[config.mk]
export PLATFORM = sky130hd
export DESIGN_NAME = extent_map_lookup
export DESIGN_NICKNAME = d
export VERILOG_FILES = /design/src/rtl/eml_pkg.sv /design/src/rtl/eml_step.sv /design/src/rtl/extent_map_lookup.sv
export SDC_FILE = /design/constraint.sdc
export NUM_CORES = 1
export LEC_CHECK = 0
export BUFFER_PORTS_ARGS = -buffer_cell sky130_fd_sc_hd__buf_4
export CORE_UTILIZATION = 42
export DETAILED_ROUTE_END_ITERATION = 10
export PLACE_DENSITY = 0.7
export SYNTH_ARGS = -nofsm -noshare
export SYNTH_HDL_FRONTEND = slang
export SYNTH_SLANG_ARGS = --single-unit
[constraint.sdc]
create_clock -name clk -period 7.8 [get_ports clk]
set_clock_uncertainty 0.05 [all_clocks]
set_input_delay 0.39 -clock clk [delete_from_list [all_inputs] [get_ports clk]]
set_output_delay 0.39 -clock clk [all_outputs]
set_load 0.01 [all_outputs]
[src/rtl/eml_pkg.sv]
`timescale 1ns / 1ps

package eml_pkg;

	// Field widths fixed by the word formats.
	localparam int SLOT_W = 3;
	localparam int BLK_W = 32;

	// Default table depth.
	localparam int EXTENT_SLOTS_DEF = 8;

	// Command codes carried in the request word.
	typedef enum logic [0:0] {
		CMD_WRITE  = 1'b0,
		CMD_LOOKUP = 1'b1
	} cmd_t;

	// Request word: one table write or one lookup.
	typedef struct packed {
		cmd_t              cmd;
		logic [SLOT_W-1:0] slot;
		logic [BLK_W-1:0]  extent_start;
		logic [BLK_W-1:0]  extent_length;
		logic [BLK_W-1:0]  logical_index;
	} req_t;

	// Response word: one per lookup.
	typedef struct packed {
		logic             found;
		logic [BLK_W-1:0] physical_block;
	} rsp_t;

	// Outcome of one walk step over a single extent.
	typedef struct packed {
		logic             hit;
		logic [BLK_W-1:0] rem_next;
		logic [BLK_W-1:0] phys;
	} step_res_t;

	// Sequencer states.
	typedef enum logic [1:0] {
		ST_IDLE,
		ST_PRIME,
		ST_WALK,
		ST_DONE
	} state_t;

endpackage

[src/rtl/eml_step.sv]
`timescale 1ns / 1ps

// One step of the extent walk: compare the remaining index against one
// extent, and either translate it or subtract the extent length.
module eml_step (
	input  logic                      entry_used,
	input  logic [eml_pkg::BLK_W-1:0] rem,
	input  logic [eml_pkg::BLK_W-1:0] len,
	input  logic [eml_pkg::BLK_W-1:0] start,
	output eml_pkg::step_res_t        res
);
	import eml_pkg::*;

	logic used;

	// An extent counts only if its slot was written with a nonzero length.
	assign used = entry_used && (len != '0);

	always_comb begin
		res.hit = used && (rem < len);
		res.rem_next = used ? (rem - len) : rem;
		res.phys = start + rem;
	end

endmodule

[src/rtl/extent_map_lookup.sv]
`timescale 1ns / 1ps
// A write word leaves the sequencer idle; the next word is accepted in the following cycle.
// A lookup walks the table one slot per cycle through a single compare and subtract unit.
// After a lookup is accepted, the sequencer primes the memory read of the first slot, then walks
// the slots up to a hit or the last slot and loads the result register, then loads the response
// register. The next word is taken only after that load, so a lookup holds the input until then,
// and longer while an earlier response is still waiting.
// Reset is asynchronous and marks every slot unused; table contents need no clearing.
module extent_map_lookup #(
	parameter int EXTENT_SLOTS = eml_pkg::EXTENT_SLOTS_DEF
) (
	input  logic          clk,
	input  logic          arst_n,
	input  logic          req_valid,
	output logic          req_ready,
	input  eml_pkg::req_t req,
	output logic          rsp_valid,
	input  logic          rsp_ready,
	output eml_pkg::rsp_t rsp
);
	import eml_pkg::*;

	localparam int IDX_W = (EXTENT_SLOTS > 1) ? $clog2(EXTENT_SLOTS) : 1;
	localparam logic [IDX_W-1:0] LAST_IDX = IDX_W'(EXTENT_SLOTS - 1);
	localparam int ENTRY_W = 2 * BLK_W;

	state_t state_q, state_nxt;

	// Table memory: start in the upper half, length in the lower half.
	logic [ENTRY_W-1:0]      ext_mem [EXTENT_SLOTS];
	logic [EXTENT_SLOTS-1:0] used_q;

	logic [IDX_W-1:0]   ptr_q;
	logic [ENTRY_W-1:0] entry_s1;
	logic               used_s1;
	logic [IDX_W-1:0]   slot_s1;
	logic [BLK_W-1:0]   rem_q;
	rsp_t               res_q;
	rsp_t               rsp_q;
	logic               rsp_valid_q;

	logic               req_fire;
	logic               wr_en;
	logic [IDX_W-1:0]   wr_addr;
	logic [SLOT_W+IDX_W-1:0] slot_ext;
	logic               walk_rd;
	logic               res_load;
	logic               rsp_load;
	logic               walk_end;
	step_res_t          step;

	assign req_fire = req_valid && req_ready;
	assign slot_ext = (SLOT_W + IDX_W)'(req.slot);
	assign wr_addr = slot_ext[IDX_W-1:0];
	assign wr_en = req_fire && (req.cmd == CMD_WRITE) && (32'(req.slot) < EXTENT_SLOTS);

	// Shared compare and subtract unit.
	eml_step u_step (
		.entry_used (used_s1),
		.rem        (rem_q),
		.len        (entry_s1[BLK_W-1:0]),
		.start      (entry_s1[ENTRY_W-1:BLK_W]),
		.res        (step)
	);

	assign walk_end = step.hit || (slot_s1 == LAST_IDX);

	// Next state.
	always_comb begin
		state_nxt = state_q;
		unique case (state_q)
			ST_IDLE: begin
				if (req_fire && (req.cmd == CMD_LOOKUP)) begin
					state_nxt = ST_PRIME;
				end
			end
			ST_PRIME: begin
				state_nxt = ST_WALK;
			end
			ST_WALK: begin
				if (walk_end) begin
					state_nxt = ST_DONE;
				end
			end
			ST_DONE: begin
				if (!rsp_valid_q || rsp_ready) begin
					state_nxt = ST_IDLE;
				end
			end
			default: begin
				state_nxt = ST_IDLE;
			end
		endcase
	end

	// Sequencer outputs.
	always_comb begin
		req_ready = 1'b0;
		walk_rd = 1'b0;
		res_load = 1'b0;
		rsp_load = 1'b0;
		unique case (state_q)
			ST_IDLE: begin
				req_ready = 1'b1;
			end
			ST_PRIME: begin
				walk_rd = 1'b1;
			end
			ST_WALK: begin
				walk_rd = 1'b1;
				res_load = walk_end;
			end
			ST_DONE: begin
				rsp_load = !rsp_valid_q || rsp_ready;
			end
			default: begin
				req_ready = 1'b0;
			end
		endcase
	end

	// Control registers.
	always_ff @(posedge clk or negedge arst_n) begin
		if (!arst_n) begin
			state_q <= ST_IDLE;
			used_q <= '0;
			rsp_valid_q <= 1'b0;
		end else begin
			state_q <= state_nxt;
			if (wr_en) begin
				used_q[wr_addr] <= 1'b1;
			end
			if (rsp_load) begin
				rsp_valid_q <= 1'b1;
			end else if (rsp_ready) begin
				rsp_valid_q <= 1'b0;
			end
		end
	end

	// Table memory: one write port, one registered read port.
	always_ff @(posedge clk) begin
		if (wr_en) begin
			ext_mem[wr_addr] <= {req.extent_start, req.extent_length};
		end
		if (walk_rd) begin
			entry_s1 <= ext_mem[ptr_q];
		end
	end

	// Walk datapath: read pointer, remainder and result registers.
	always_ff @(posedge clk) begin
		if (req_fire) begin
			ptr_q <= '0;
			rem_q <= req.logical_index;
		end else if (walk_rd) begin
			if (ptr_q != LAST_IDX) begin
				ptr_q <= ptr_q + 1'b1;
			end
			used_s1 <= used_q[ptr_q];
			slot_s1 <= ptr_q;
			if (state_q == ST_WALK) begin
				rem_q <= step.rem_next;
			end
		end
		if (res_load) begin
			res_q.found <= step.hit;
			res_q.physical_block <= step.hit ? step.phys : '0;
		end
		if (rsp_load) begin
			rsp_q <= res_q;
		end
	end

	assign rsp_valid = rsp_valid_q;
	assign rsp = rsp_q;

	// A response that reports a miss carries a zero block number.
	assert property (@(posedge clk) disable iff (!arst_n)
		rsp_valid && !rsp.found |-> rsp.physical_block == '0)
		else $error("miss response with nonzero block");

	// An accepted lookup starts the walk in the next cycle.
	assert property (@(posedge clk) disable iff (!arst_n)
		req_valid && req_ready && req.cmd == CMD_LOOKUP |=> state_q == ST_PRIME)
		else $error("lookup did not start walk");

	// The walk never runs past the last slot.
	assert property (@(posedge clk) disable iff (!arst_n)
		state_q == ST_WALK && slot_s1 == LAST_IDX |=> state_q == ST_DONE)
		else $error("walk ran past last slot");

	// No new word is taken while a lookup is priming or walking.
	assert property (@(posedge clk) disable iff (!arst_n)
		state_q == ST_WALK || state_q == ST_PRIME |-> !req_ready)
		else $error("request accepted during walk");

endmodule
## Word level (Yosys, flattened, before mapping)

Memory sizes are Yosys's and may differ from the RTL's. A register that Yosys moved wholly into a read port is not among the register bits.
Cells that the tools add are included.

| word-level totals | value |
|---|---|
| register bits | 116 |
| bits in writable memories | 512 |
| input port bits | 104 |
| logic and storage cells | 70 |
| memories kept | 1 |

| operators by class | value |
|---|---|
| $add $sub $neg | 3 |
| order comparisons | 4 |
| equality and inequality tests | 8 |
| multiplexer cells | 20 |
| bitwise logic cells | 3 |
| reductions and logical operators | 20 |

Memory list:

| memory | depth | width | read ports | clocked after memory_dff | wr ports | line | source |
|---|---|---|---|---|---|---|---|
| ext_mem | 8 | 64 | 1 | 1 | 1 | extent_map_lookup.sv:30 | `logic [ENTRY_W-1:0] ext_mem [EXTENT_SLOTS];` |

Operator list:

| operator | count |
|---|---|
| 32-bit 2-to-1 mux | 4 |
| 32-bit adder | 1 |
| 32-bit less-than comparator | 1 |
| 32-bit nonzero test | 1 |
| 32-bit subtractor | 1 |
| 1-bit 2-to-1 mux | 10 |
| 3-bit by 4-bit less-than comparator with 1-bit output (second input constant) | 2 |
| 8-bit OR | 1 |
| 2-bit case mux with 4 select lines | 1 |
| 2-bit nonzero test | 4 |
| 1-bit logical AND | 6 |
| 2-bit 2-to-1 mux | 3 |
| 2-bit inequality test (second input constant) | 3 |
| 3-bit AND reduction | 2 |
| 2-bit equality test (second input constant) | 2 |
| 2-bit AND reduction | 2 |
| 3-bit by 1-bit adder with 3-bit output (second input constant) | 1 |
| 1-bit binary-select mux with 3-bit select | 1 |
| 1-bit demux with 3-bit select | 1 |
| 3-bit equality test (second input constant) | 1 |
| 3-bit by 1-bit >= comparator with 1-bit output (second input constant) | 1 |
| 3-bit inequality test (second input constant) | 1 |
| 2-bit by 1-bit equality test with 1-bit output (second input constant) | 1 |
| 2-bit zero test | 1 |
| 4 further kinds | 6 |

## Logic depth before layout (Yosys ltp)

Gate-level depths: netlist (run 1).

| depth | value |
|---|---|
| word-level depth | 6 |
| depth in mapped cells | 13 |
| gate-level depth less buffers | 13 |

## Cells and area by module

Synthesis (run 1) repeated with hierarchy kept, for this count alone.

| second synthesis, totals | value |
|---|---|
| cell total of the unflattened synthesis | 1623 |
| area total of the unflattened synthesis | 29355.7 µm² |

Modules (own cells, without submodules):

| module | times used | cells each | area an instance (µm²) |
|---|---|---|---|
| extent_map_lookup | 1 | 1045 | 25512.0 |
| eml_step | 1 | 578 | 3843.7 |

## Worst setup path after synthesis (run 1)

Ideal clock, no wire load.

| timing | value |
|---|---|
| kind | register to register |
| start | register state_q[0] |
| end | register used_q[0] |
| library setup time | 0.106 ns |
| arrival time | 8.234 ns |
| data required time | 7.644 ns |
| path slack | -0.590 ns |
| stages on the path, launching flop included | 6 |
| path through | dfrtp_1 -> inv_1 -> ha_1 -> nand2_1 -> nor4b_1 -> or2_2 |

| between the ends | value |
|---|---|
| longest elaborated chain between the ends | 4 |

Ends and longest elaborated chain:

| item | line | source |
|---|---|---|
| from (decl) | extent_map_lookup.sv:27 | `state_t state_q, state_nxt;` |
| from (signal assigned) | extent_map_lookup.sv:129 | `state_q <= state_nxt;` |
| 2-bit zero test | extent_map_lookup.sv:102 | `unique case (state_q)` |
| 1-bit 2-to-1 mux | extent_map_lookup.sv:102 |  |
| named net req_ready | extent_map_lookup.sv:15 | `output logic req_ready,` |
| 1-bit logical AND | extent_map_lookup.sv:52 | `assign req_fire = req_valid && req_ready;` |
| 1-bit logical AND | extent_map_lookup.sv:55 | `assign wr_en = req_fire && (req.cmd == CMD_WRITE) && (32'(req.slot) < EXTENT_SLOTS);` |
| to (signal assigned) | extent_map_lookup.sv:126 | `used_q <= '0;` |
| to (signal, indexed assignment) | extent_map_lookup.sv:131 | `used_q[wr_addr] <= 1'b1;` |
| to (decl) | extent_map_lookup.sv:31 | `logic [EXTENT_SLOTS-1:0] used_q;` |

The timed path passes the listed nets, and every way through them passes these cells.
A chain may end at the register's enable or synchronous reset.

## Worst setup path in the final report (run 1)

| timing | value |
|---|---|
| start | register rem_q[0] |
| end | register res_q[5] in the netlist's numbering, enable pin |

| between the ends | value |
|---|---|
| longest elaborated chain between the ends | 4 |

Ends and longest elaborated chain:

| item | line | source |
|---|---|---|
| from (decl) | extent_map_lookup.sv:37 | `logic [BLK_W-1:0] rem_q;` |
| from (signal assigned) | extent_map_lookup.sv:155 | `rem_q <= req.logical_index;` |
| from (signal assigned) | extent_map_lookup.sv:163 | `rem_q <= step.rem_next;` |
| 32-bit less-than comparator | eml_step.sv:20 | `res.hit = used && (rem < len);` |
| 1-bit logical AND | eml_step.sv:20 |  |
| 1-bit logical OR | extent_map_lookup.sv:66 | `assign walk_end = step.hit \|\| (slot_s1 == LAST_IDX);` |
| 1-bit 2-to-1 mux | extent_map_lookup.sv:102 |  |
| named net res_load | extent_map_lookup.sv:47 | `logic res_load;` |
| to (decl) | extent_map_lookup.sv:38 | `rsp_t res_q;` |

The timed path passes the listed nets, and every way through them passes these cells.

==> results.json, run 1 <==
{
  "synthesis.instances": 1566,
  "vias": 15000,
  "cts_max_level": 3,
  "synth.avg_cell_area_um2": 18.2,
  "p_leak_nw": 11.4,
  "final_layout_size_suffix_gt1_share_pct": 26.1,
  "avgRoutedWirePerCell_um": 22.8,
  "rows": 95,
  "ios": 139,
  "min_period_ps": 4230,
  "cts_sinks": 692,
  "r2r_slack_ps": 3570,
  "die_y_um": 263,
  "r2r_end": "res_q[5]$_SDFFCE_PN0P_",
  "synth_cell_types": 61,
  "finalNetCount": 1980,
  "drv_slew": 0,
  "port_buffers": 138,
  "antenna_found_initial": 8,
  "r2r_start": "rem_q[0]$_DFFE_PP_",
  "ys_ff_latch": 692,
  "synth_nets": 1740,
  "drc": 0,
  "cts_resized": 0,
  "final_common_cell": "edfxtp_1",
  "final_cell_mix": "edfxtp_1 (678), buf_4 (157), mux4_2 (130)",
  "fillers": 5464,
  "drtPass1Iterations": 5,
  "p_per_area_nw_per_um2": 408,
  "worstHoldPathType": "input pin to register",
  "cts.clk_slew.worst_paths_ps": 60,
  "ys.flop_type": "edfxtp_1",
  "cts_buffers": 69,
  "grt_pass1_wl_um": 94600,
  "setup_viol": 0,
  "die_area_um2": 69100,
  "placed_area_um2": 30800,
  "status": "complete, no violations",
  "final_area_um2": 33700,
  "rsz0062_at_grt": "false",
  "grt_pass1_vias": 15400,
  "start_util_pct": 42.5,
  "routabilityCongestion": 0.906,
  "clockBufferDepth": 3,
  "hold_viol_final": 0,
  "synth_enable_flop_cells": 678,
  "overflow": 0,
  "start_kind": "register",
  "max-cap-violations": 0,
  "r2r_cells": 13,
  "ys_seq_area_share_pct": 72.4,
  "maxSlewHeadroom_pct": 23.1,
  "required_ps": 7970,
  "worst_slew_pin_slew_ps": 1150,
  "drt_iter0_markers": 1199,
  "coreArea_um2": 67300,
  "hold_end": "rem_q[30]$_DFFE_PP_",
  "cts_tree": "yes",
  "clock_latency_ps": 620,
  "wl_um": 62300,
  "cp_data_arrival_time_ps": 4400,
  "end_kind": "register",
  "die_x_um": 263,
  "crit_fanout": 33,
  "syn_to_final_growth_pct": 17.8,
  "async_reset_ff_share_pct": 1.59,
  "path_class": "register to register",
  "fin_hold_ws_ps": 34.6,
  "place_hpwl_um": 39400,
  "cts_root_buffer": "clkbuf_16",
  "syn_area_um2": 28600,
  "min_period_over_period_pct": 54.2,
  "whs_path_depth": 3,
  "fin_tns_setup_ps": 0,
  "viasPerCell": 5.48,
  "ys_warn_count": 0,
  "max_freq_ghz": 0.237,
  "finish.utilization_pct": 50.0,
  "grtUsageTotal_pct": 18.3,
  "ant_nets": 0,
  "worstHoldStart": "req[30]",
  "vdd_drop_max_mv": 0.226,
  "grt_max_degree": 88
}
==> metal layers <==
layer	routed length (um)	global-route usage (%)	up-vias
li1	-	-	6745
met5	43	0	-
met4	1680	6.97	6
met1	26400	24.7	7660
met3	3870	3.63	96
met2	30300	29.3	476
==> how the worst max path moves through the flow <==
stage | from | end | slack [ps]
2_1_floorplan | state_q[0]$_DFFE_PN0P_ | used_q[5]$_DFFE_PN0P_ | 1550
5_1_grt | rem_q[0]$_DFFE_PP_ | res_q[23]$_SDFFCE_PN0P_ | 3240
4_1_cts | rem_q[0]$_DFFE_PP_ | res_q[7]$_SDFFCE_PN0P_ | 3530
3_5_place_dp | rem_q[0]$_DFFE_PP_ | res_q[11]$_SDFFCE_PN0P_ | 3580
3_3_place_gp | rem_q[0]$_DFFE_PP_ | res_q[5]$_SDFFCE_PN0P_ | 3630
6_report | rem_q[0]$_DFFE_PP_ | res_q[5]$_SDFFCE_PN0P_ | 3570
==> area by class of cell <==
type | count | area, um2 | area share, %
Tap cell | 873 | 1090 | 3.25
Clock inverter | 36 | 358 | 1.06
Clock buffer | 86 | 1860 | 5.54
Multi-Input combinational cell | 763 | 7560 | 22.5
Sequential cell | 692 | 20700 | 61.5
Antenna cell | 5 | 12.5 | 0.0372
Timing Repair Buffer | 223 | 1850 | 5.49
Inverter | 57 | 214 | 0.636
==> repair_timing <==
item | CTS | global route
hold buffers | 65 | 0
endpoints found under the hold margin | 523 | 0
setup buffers | 0 | 0
==> critical path: stages (launching register included) <==
cell and delay [ps]:
edfxtp_1 400, inv_1 70, ha_1 160, inv_1 50, fa_1 430, a211oi_1 290, o211ai_1 240, nand4b_1 150
a21oi_1 120, a21oi_2 280, o21ai_2 140, a211o_1 270, buf_4 240, a21boi_4 890
==> Yosys cell counts, types with 9 or more instances <==
cell / number / area (um2)
dfrtp_1: 11 / 275
nand2_1: 56 / 210
nor3_1: 13 / 65.1
o21a_1: 11 / 82.6
o211ai_1: 10 / 75.1
edfxtp_1: 678 / 20400
mux4_2: 130 / 2930
a31oi_1: 9 / 56.3
nor2_1: 80 / 300
inv_1: 57 / 214
buf_1: 14 / 52.6
mux2_2: 65 / 732
a211oi_1: 10 / 75.1
xnor2_1: 28 / 245
xor2_1: 28 / 245
clkbuf_1: 38 / 143
or2_2: 9 / 56.3
ha_1: 68 / 851
a21oi_1: 74 / 370
o21ai_0: 46 / 230
a21o_1: 21 / 158
nand3_1: 9 / 45.0
nor4_1: 10 / 62.6
==> sequential cells by signal, summed over array words and instances, names as in the netlist <==
signal,cells
rsp_valid,1
rem_q,32
ptr_q,3
entry_s1,64
state_q,2
used_s1,1
rsp,33
used_q,8
ext_mem,512
res_q,33
slot_s1,3
==> through the flow <==
step	total power [mW]	setup slack [ps]	instances
after global routing	14.5	3240	2732
after floorplan	9.06	1550	1566
after detailed placement	10.5	3580	2543
after CTS	13.8	3530	2730
final	13.7	3570	2735
after global placement	10.4	3630	2543
==> power by group <==
part | leakage (nW) | internal, mW | switching [mW]
sequential | 6.34 | 4.95 | 0.429
clock | 1.09 | 1.90 | 1.36
combinational | 4.01 | 2.26 | 2.81
total | 11.4 | 9.12 | 4.60
==> kinds of logic after synthesis <==
kind of cell / Yosys count / share of synthesized area (%)
compound gates: 219 / 4.78
xor+xnor: 56 / 1.72
fa+ha+maj: 70 / 3.12
buf+inv: 111 / 1.47
flops: 692 / 72.4
mux: 198 / 12.9
simple gates: 220 / 3.59
(Power assumes the default switching activity.)
==> run 2: changes to the inputs <==
--- a/config.mk
+++ b/config.mk
@@ -8,7 +8,7 @@
 export BUFFER_PORTS_ARGS = -buffer_cell sky130_fd_sc_hd__buf_4
 export CORE_UTILIZATION = 42
 export DETAILED_ROUTE_END_ITERATION = 10
-export PLACE_DENSITY = 0.7
+export PLACE_DENSITY = 0.68
 export SYNTH_ARGS = -nofsm -noshare
 export SYNTH_HDL_FRONTEND = slang
 export SYNTH_SLANG_ARGS = --single-unit
==> constraint.sdc (replaced) <==
create_clock -name clk -period 4.3 [get_ports clk]
set_clock_uncertainty 0.05 [all_clocks]
set_input_delay 0.215 -clock clk [delete_from_list [all_inputs] [get_ports clk]]
set_output_delay 0.215 -clock clk [all_outputs]
set_load 0.01 [all_outputs]
==> results.json, run 2 (synthesis results as in run 1) <==
{
  "status": "complete, no violations",
  "setup_viol": 0,
  "p_per_area_nw_per_um2": 724,
  "r2r_cells": 10,
  "rsz0062_at_grt": "false",
  "regMostFlops": "ext_mem",
  "die_area_um2": 69100,
  "clockPowerShare_pct": 22.7,
  "required_ps": 4600,
  "cts_resized": 0,
  "worstHoldPathType": "input pin to register",
  "cts_buffers": 67,
  "finalNetCount": 2023,
  "seqCellArea_um2": 20700,
  "die_y_um": 263,
  "die_x_um": 263,
  "port_buffers": 138,
  "routabilityCongestion": 0.881,
  "viasPerCell": 5.38,
  "cts_max_level": 3,
  "seqPwrFrac_pct": 39.5,
  "multiInputGateArea_um2": 7570,
  "clock_latency_ps": 610,
  "p_comb_share_pct": 37.8,
  "max-cap-violations": 0,
  "path_class": "register to register",
  "wl_um": 61800,
  "placed_area_um2": 31000,
  "cts.clk_slew.worst_paths_ps": 60,
  "grt_max_degree": 66,
  "power.internal_mw": 16.4,
  "start_kind": "register",
  "hold_viol_final": 0,
  "r2r_slack_ps": 670,
  "hold_end": "ext_mem[1][46]$_DFFE_PP_",
  "min_period_ps": 3630,
  "r2r_end": "res_q[31]$_SDFFCE_PN0P_",
  "final_cells": 2775,
  "grt_pass1_wl_um": 93400,
  "ant_nets": 0,
  "overflow": 0,
  "vdd_drop_max_mv": 0.389,
  "cts_root_buffer": "clkbuf_16",
  "cts_sinks": 692,
  "maxSlewHeadroom_pct": 26.2,
  "fin_hold_ws_ps": 167,
  "avgRoutedWirePerCell_um": 22.3,
  "switching_power_mw": 8.33,
  "r2r_start": "rem_q[3]$_DFFE_PP_",
  "fillers": 5417,
  "p_leak_nw": 11.6,
  "dp.cells": 2552,
  "drc": 0,
  "grtUsageTotal_pct": 18.1,
  "rows": 95,
  "worst_slew_pin_slew_ps": 1100,
  "cts_tree": "yes",
  "vias": 14900,
  "drt_iter0_markers": 1127,
  "final_area_um2": 34100,
  "syn_to_final_growth_pct": 19.3,
  "whs_path_depth": 3,
  "ios": 139,
  "coreArea_um2": 67300,
  "crit_fanout": 4,
  "largest_reg_flops": 512,
  "worstHoldStart": "req[98]",
  "grt_pass1_vias": 15200,
  "switching_share_pct": 33.7,
  "final_layout_size_suffix_gt1_share_pct": 25.7,
  "drv_slew": 0,
  "drtPass1Iterations": 7,
  "final_cell_mix": "edfxtp_1 (678), buf_4 (156), mux4_2 (130)",
  "max_freq_ghz": 0.275,
  "antenna_found_initial": 6,
  "min_period_over_period_pct": 84.5,
  "final_common_cell": "edfxtp_1",
  "cp_data_arrival_time_ps": 3930,
  "start_util_pct": 42.5,
  "clockBufferDepth": 3,
  "largest_registers": "ext_mem: 512 flops, entry_s1: 64 flops",
  "place_hpwl_um": 39700,
  "end_kind": "register"
}
[run 2: cell types whose count changed in the layout (fill, tap and decap cells not counted), sizes merged]
cell,change
clkinvlp,+2
buf,+9
clkbuf,-7
clkinv,+4
bufinv,-2
inv,+1
diode,-3
dlygate4sd3,+36
[run 2: cell type report]
class | instances | share of cell area, %
sequential | 692 | 60.7
multi-input combinational | 763 | 22.2
timing repair buffer | 268 | 7.05
clock buffer | 79 | 5.18
tap | 873 | 3.20
clock inverter | 41 | 0.969
inverter | 57 | 0.628
antenna | 2 | 0.0147
[run 2: stage by stage]
stage / utilization, % / power, mW / setup WS, ps / setup TNS, ps
2_1_floorplan: - / 16.4 / -791 / -101670
3_3_place_gp: 46.0 / 19.1 / 742 / 0
3_5_place_dp: 46.0 / 19.2 / 693 / 0
4_1_cts: 50.7 / 24.9 / 662 / 0
5_1_grt: 50.7 / 26.1 / 395 / 0
6_report: 50.7 / 24.7 / 668 / 0
[run 2: power by group through the flow]
stage / logic (mW) / registers [mW] / clock network, mW
2_1_floorplan: 7.00 / 9.43 / 0
3_3_place_gp: 9.18 / 9.90 / 0
3_5_place_dp: 9.23 / 9.93 / 0
4_1_cts: 9.36 / 9.79 / 5.73
5_1_grt: 10.3 / 9.87 / 5.97
6_report: 9.33 / 9.76 / 5.60
[run 2: worst max-delay path by stage]
stage                                start                 endpoint  cells after the start
floorplan           state_q[0]$_DFFE_PN0P_    used_q[4]$_DFFE_PN0P_                      5
global placement        rem_q[0]$_DFFE_PP_   res_q[5]$_SDFFCE_PN0P_                     13
detailed placement      rem_q[0]$_DFFE_PP_   res_q[5]$_SDFFCE_PN0P_                     13
CTS                     rem_q[0]$_DFFE_PP_   res_q[5]$_SDFFCE_PN0P_                     13
global route            rem_q[0]$_DFFE_PP_   res_q[7]$_SDFFCE_PN0P_                     13
finish                  rem_q[3]$_DFFE_PP_  res_q[31]$_SDFFCE_PN0P_                     10
[run 2: routing by layer]
metal  GRT usage (%)  routed length (um)  up-vias
met4            5.85                1310        6
met5               0                  35        -
met3            3.08                2980       72
li1                -                   -     6835
met1            24.8               27200     7626
met2            29.7               30200      379
[run 2: critical path: stages (launching register included)]
cell and delay, ps:
edfxtp_1 420, ha_1 380, o211ai_1 130, o21ai_2 300, o211ai_1 240, a2111oi_0 860
o221ai_1 330, a21oi_1 280, a31oi_1 150, xnor2_1 180, nor2_1 60
[run 2: repair_timing]
| item | 4_1_cts | 5_1_grt |
|---|---|---|
| setup buffers | 0 | 0 |
| hold buffers | 101 | 0 |
| endpoints found under the hold margin | 558 | 0 |
==> run 3: changes to the inputs <==
--- a/config.mk
+++ b/config.mk
@@ -8,7 +8,7 @@
 export BUFFER_PORTS_ARGS = -buffer_cell sky130_fd_sc_hd__buf_4
 export CORE_UTILIZATION = 42
 export DETAILED_ROUTE_END_ITERATION = 10
-export PLACE_DENSITY = 0.68
+export PLACE_DENSITY = 0.7
 export SYNTH_ARGS = -nofsm -noshare
 export SYNTH_HDL_FRONTEND = slang
 export SYNTH_SLANG_ARGS = --single-unit
==> constraint.sdc (replaced) <==
create_clock -name clk -period 3.3 [get_ports clk]
set_clock_uncertainty 0.05 [all_clocks]
set_input_delay 0.165 -clock clk [delete_from_list [all_inputs] [get_ports clk]]
set_output_delay 0.165 -clock clk [all_outputs]
set_load 0.01 [all_outputs]
==> results.json, run 3 (synthesis results as in run 1) <==
{
  "antenna_found_initial": 4,
  "path_class": "register to register",
  "multiInputGateArea_um2": 7660,
  "drc": 0,
  "final_layout_size_suffix_gt1_share_pct": 26.9,
  "crit_end": "rem_q[31]$_DFFE_PP_",
  "fillers": 5433,
  "die_area_um2": 69100,
  "r2r_cells": 11,
  "cp_slowest_stage_delay_ps": 440,
  "r2r_start": "entry_s1[10]$_DFFE_PN_",
  "start_kind": "register",
  "syn_to_final_growth_pct": 20.9,
  "wl_um": 63600,
  "end_kind": "register",
  "worstHoldPathType": "input pin to register",
  "routabilityCongestion": 0.885,
  "wl_met2_um": 31600,
  "fin_hold_ws_ps": 81.3,
  "seqPwrFrac_pct": 38.1,
  "grtUsageTotal_pct": 18.6,
  "p_leak_nw": 11.8,
  "final_cell_mix": "edfxtp_1 (678), buf_4 (164), mux4_2 (130)",
  "crit_start": "entry_s1[10]$_DFFE_PN_",
  "drtPass1Iterations": 5,
  "required_ps": 3590,
  "clockPowerShare_pct": 23.4,
  "wl_met1_um": 27100,
  "p_per_area_nw_per_um2": 963,
  "ios": 139,
  "rsz0062_at_grt": "true",
  "min_period_ps": 3210,
  "drt_iter0_markers": 1187,
  "grt_pass1_vias": 15600,
  "seqCellArea_um2": 20700,
  "dp.cells": 2557,
  "ant_nets": 0,
  "r2r_slack_ps": 90,
  "rows": 95,
  "vdd_drop_max_mv": 0.541,
  "crit_fanout": 7,
  "status": "complete, no violations",
  "cts_max_level": 3,
  "whs_path_depth": 3,
  "final_cells": 2799,
  "p_comb_share_pct": 38.5,
  "drv_slew": 0,
  "path_cells": "inv_1, ha_1, a21oi_1, o221ai_1, a211oi_1, a21oi_1, o21a_1, a2111oi_0, o21ai_0, xnor2_1, o21ai_0",
  "cts_sinks": 692,
  "finish.utilization_pct": 51.4,
  "cts_buffers": 71,
  "largest_registers": "ext_mem: 512 flops, entry_s1: 64 flops",
  "grt_max_degree": 66,
  "place_hpwl_um": 39500,
  "cts_root_buffer": "clkbuf_16",
  "max-cap-violations": 0,
  "max_freq_ghz": 0.312,
  "clock_latency_ps": 630,
  "switching_share_pct": 33.6,
  "die_y_um": 263,
  "finalNetCount": 2042,
  "r2r_end": "rem_q[31]$_DFFE_PP_",
  "worst_slew_pin_slew_ps": 1110,
  "hold_viol_final": 0,
  "met3_wirelength_um": 3400,
  "slowest_stage": "a2111oi_0",
  "start_util_pct": 42.5,
  "regMostFlops": "ext_mem",
  "power.internal_mw": 22.1,
  "cts_tree": "yes",
  "viasPerCell": 5.35,
  "grt_pass1_wl_um": 96000,
  "die_x_um": 263,
  "final_common_cell": "edfxtp_1",
  "overflow": 0,
  "cts.clk_slew.worst_paths_ps": 60,
  "coreArea_um2": 67300,
  "setup_viol": 0,
  "cp_data_arrival_time_ps": 3500,
  "switching_power_mw": 11.2,
  "maxUsedRoutingLayer": "met5",
  "clockBufferDepth": 3,
  "vias": 15000,
  "avgRoutedWirePerCell_um": 22.7,
  "port_buffers": 138,
  "largest_reg_flops": 512,
  "min_period_over_period_pct": 97.1,
  "maxSlewHeadroom_pct": 25.9
}
run 3: cell type report:
cell class                 count  share of cell area (%)
antenna                        3                  0.0217
clock buffer                  85                    5.36
clock inverter                43                    1.17
inverter                      57                   0.619
multi-input combinational    763                    22.2
sequential                   692                    59.9
tap                          873                    3.16
timing repair buffer         283                    7.56
run 3: worst min path at each step:
| stage | start | end | slack, ps |
|---|---|---|---|
| final | req[96] | ext_mem[5][3]$_DFFE_PP_ | 80 |
| after global routing | req[96] | ext_mem[5][3]$_DFFE_PP_ | 80 |
| after CTS | req[96] | ext_mem[5][3]$_DFFE_PP_ | 50 |
| after detailed placement | arst_n | rsp_valid$_DFFE_PN0P_ | -40 |
| after global placement | arst_n | rsp_valid$_DFFE_PN0P_ | -40 |
| after floorplan | arst_n | rsp_valid$_DFFE_PN0P_ | -180 |
run 3: layer usage:
metal	GRT usage, %	vias up
met2	31.1	415
met4	6.29	2
met1	24.6	7591
li1	-	6888
met3	3.47	83
met5	0	-
run 3: stage by stage:
stage | worst slack [ps] | setup TNS [ps] | power, mW | instance area (um2)
2_1_floorplan | -320 | -33690 | 21.5 | 28700
3_3_place_gp | 81.9 | 0 | 25.1 | 31200
4_1_cts | 13.1 | 0 | 33.3 | 34400
3_5_place_dp | -88.6 | -88.6 | 25.3 | 31200
6_report | 94.3 | 0 | 33.3 | 34500
5_1_grt | -25.3 | -31.1 | 35.2 | 34500
run 3: power by group through the flow:
stage          Clock, mW  Sequential (mW)  Combinational (mW)
2_1_floorplan          0             12.2                9.25
3_3_place_gp           0             12.9                12.2
3_5_place_dp           0             12.9                12.4
4_1_cts             7.95             12.7                12.6
5_1_grt             8.28             12.8                14.1
6_report            7.77             12.7                12.8
run 3: worst max-delay path, delay by kind of cell, from the launching register on:
family,cells,cell delay (ps)
DFF,1,400
AOI/OAI and AO/OA,8,1840
xor gates and xnor gates,1,200
buffers and inverters,1,60
adders and majority gates,1,390
run 3: what timing repair did:
| action | CTS | global route |
|---|---|---|
| endpoints found under the hold margin | 561 | 0 |
| setup buffers | 0 | 11 |
| hold buffers | 100 | 0 |
| pin swaps | 0 | 5 |
| resized for setup | 2 | 8 |
| endpoints found under the setup margin | 2 | 41 |
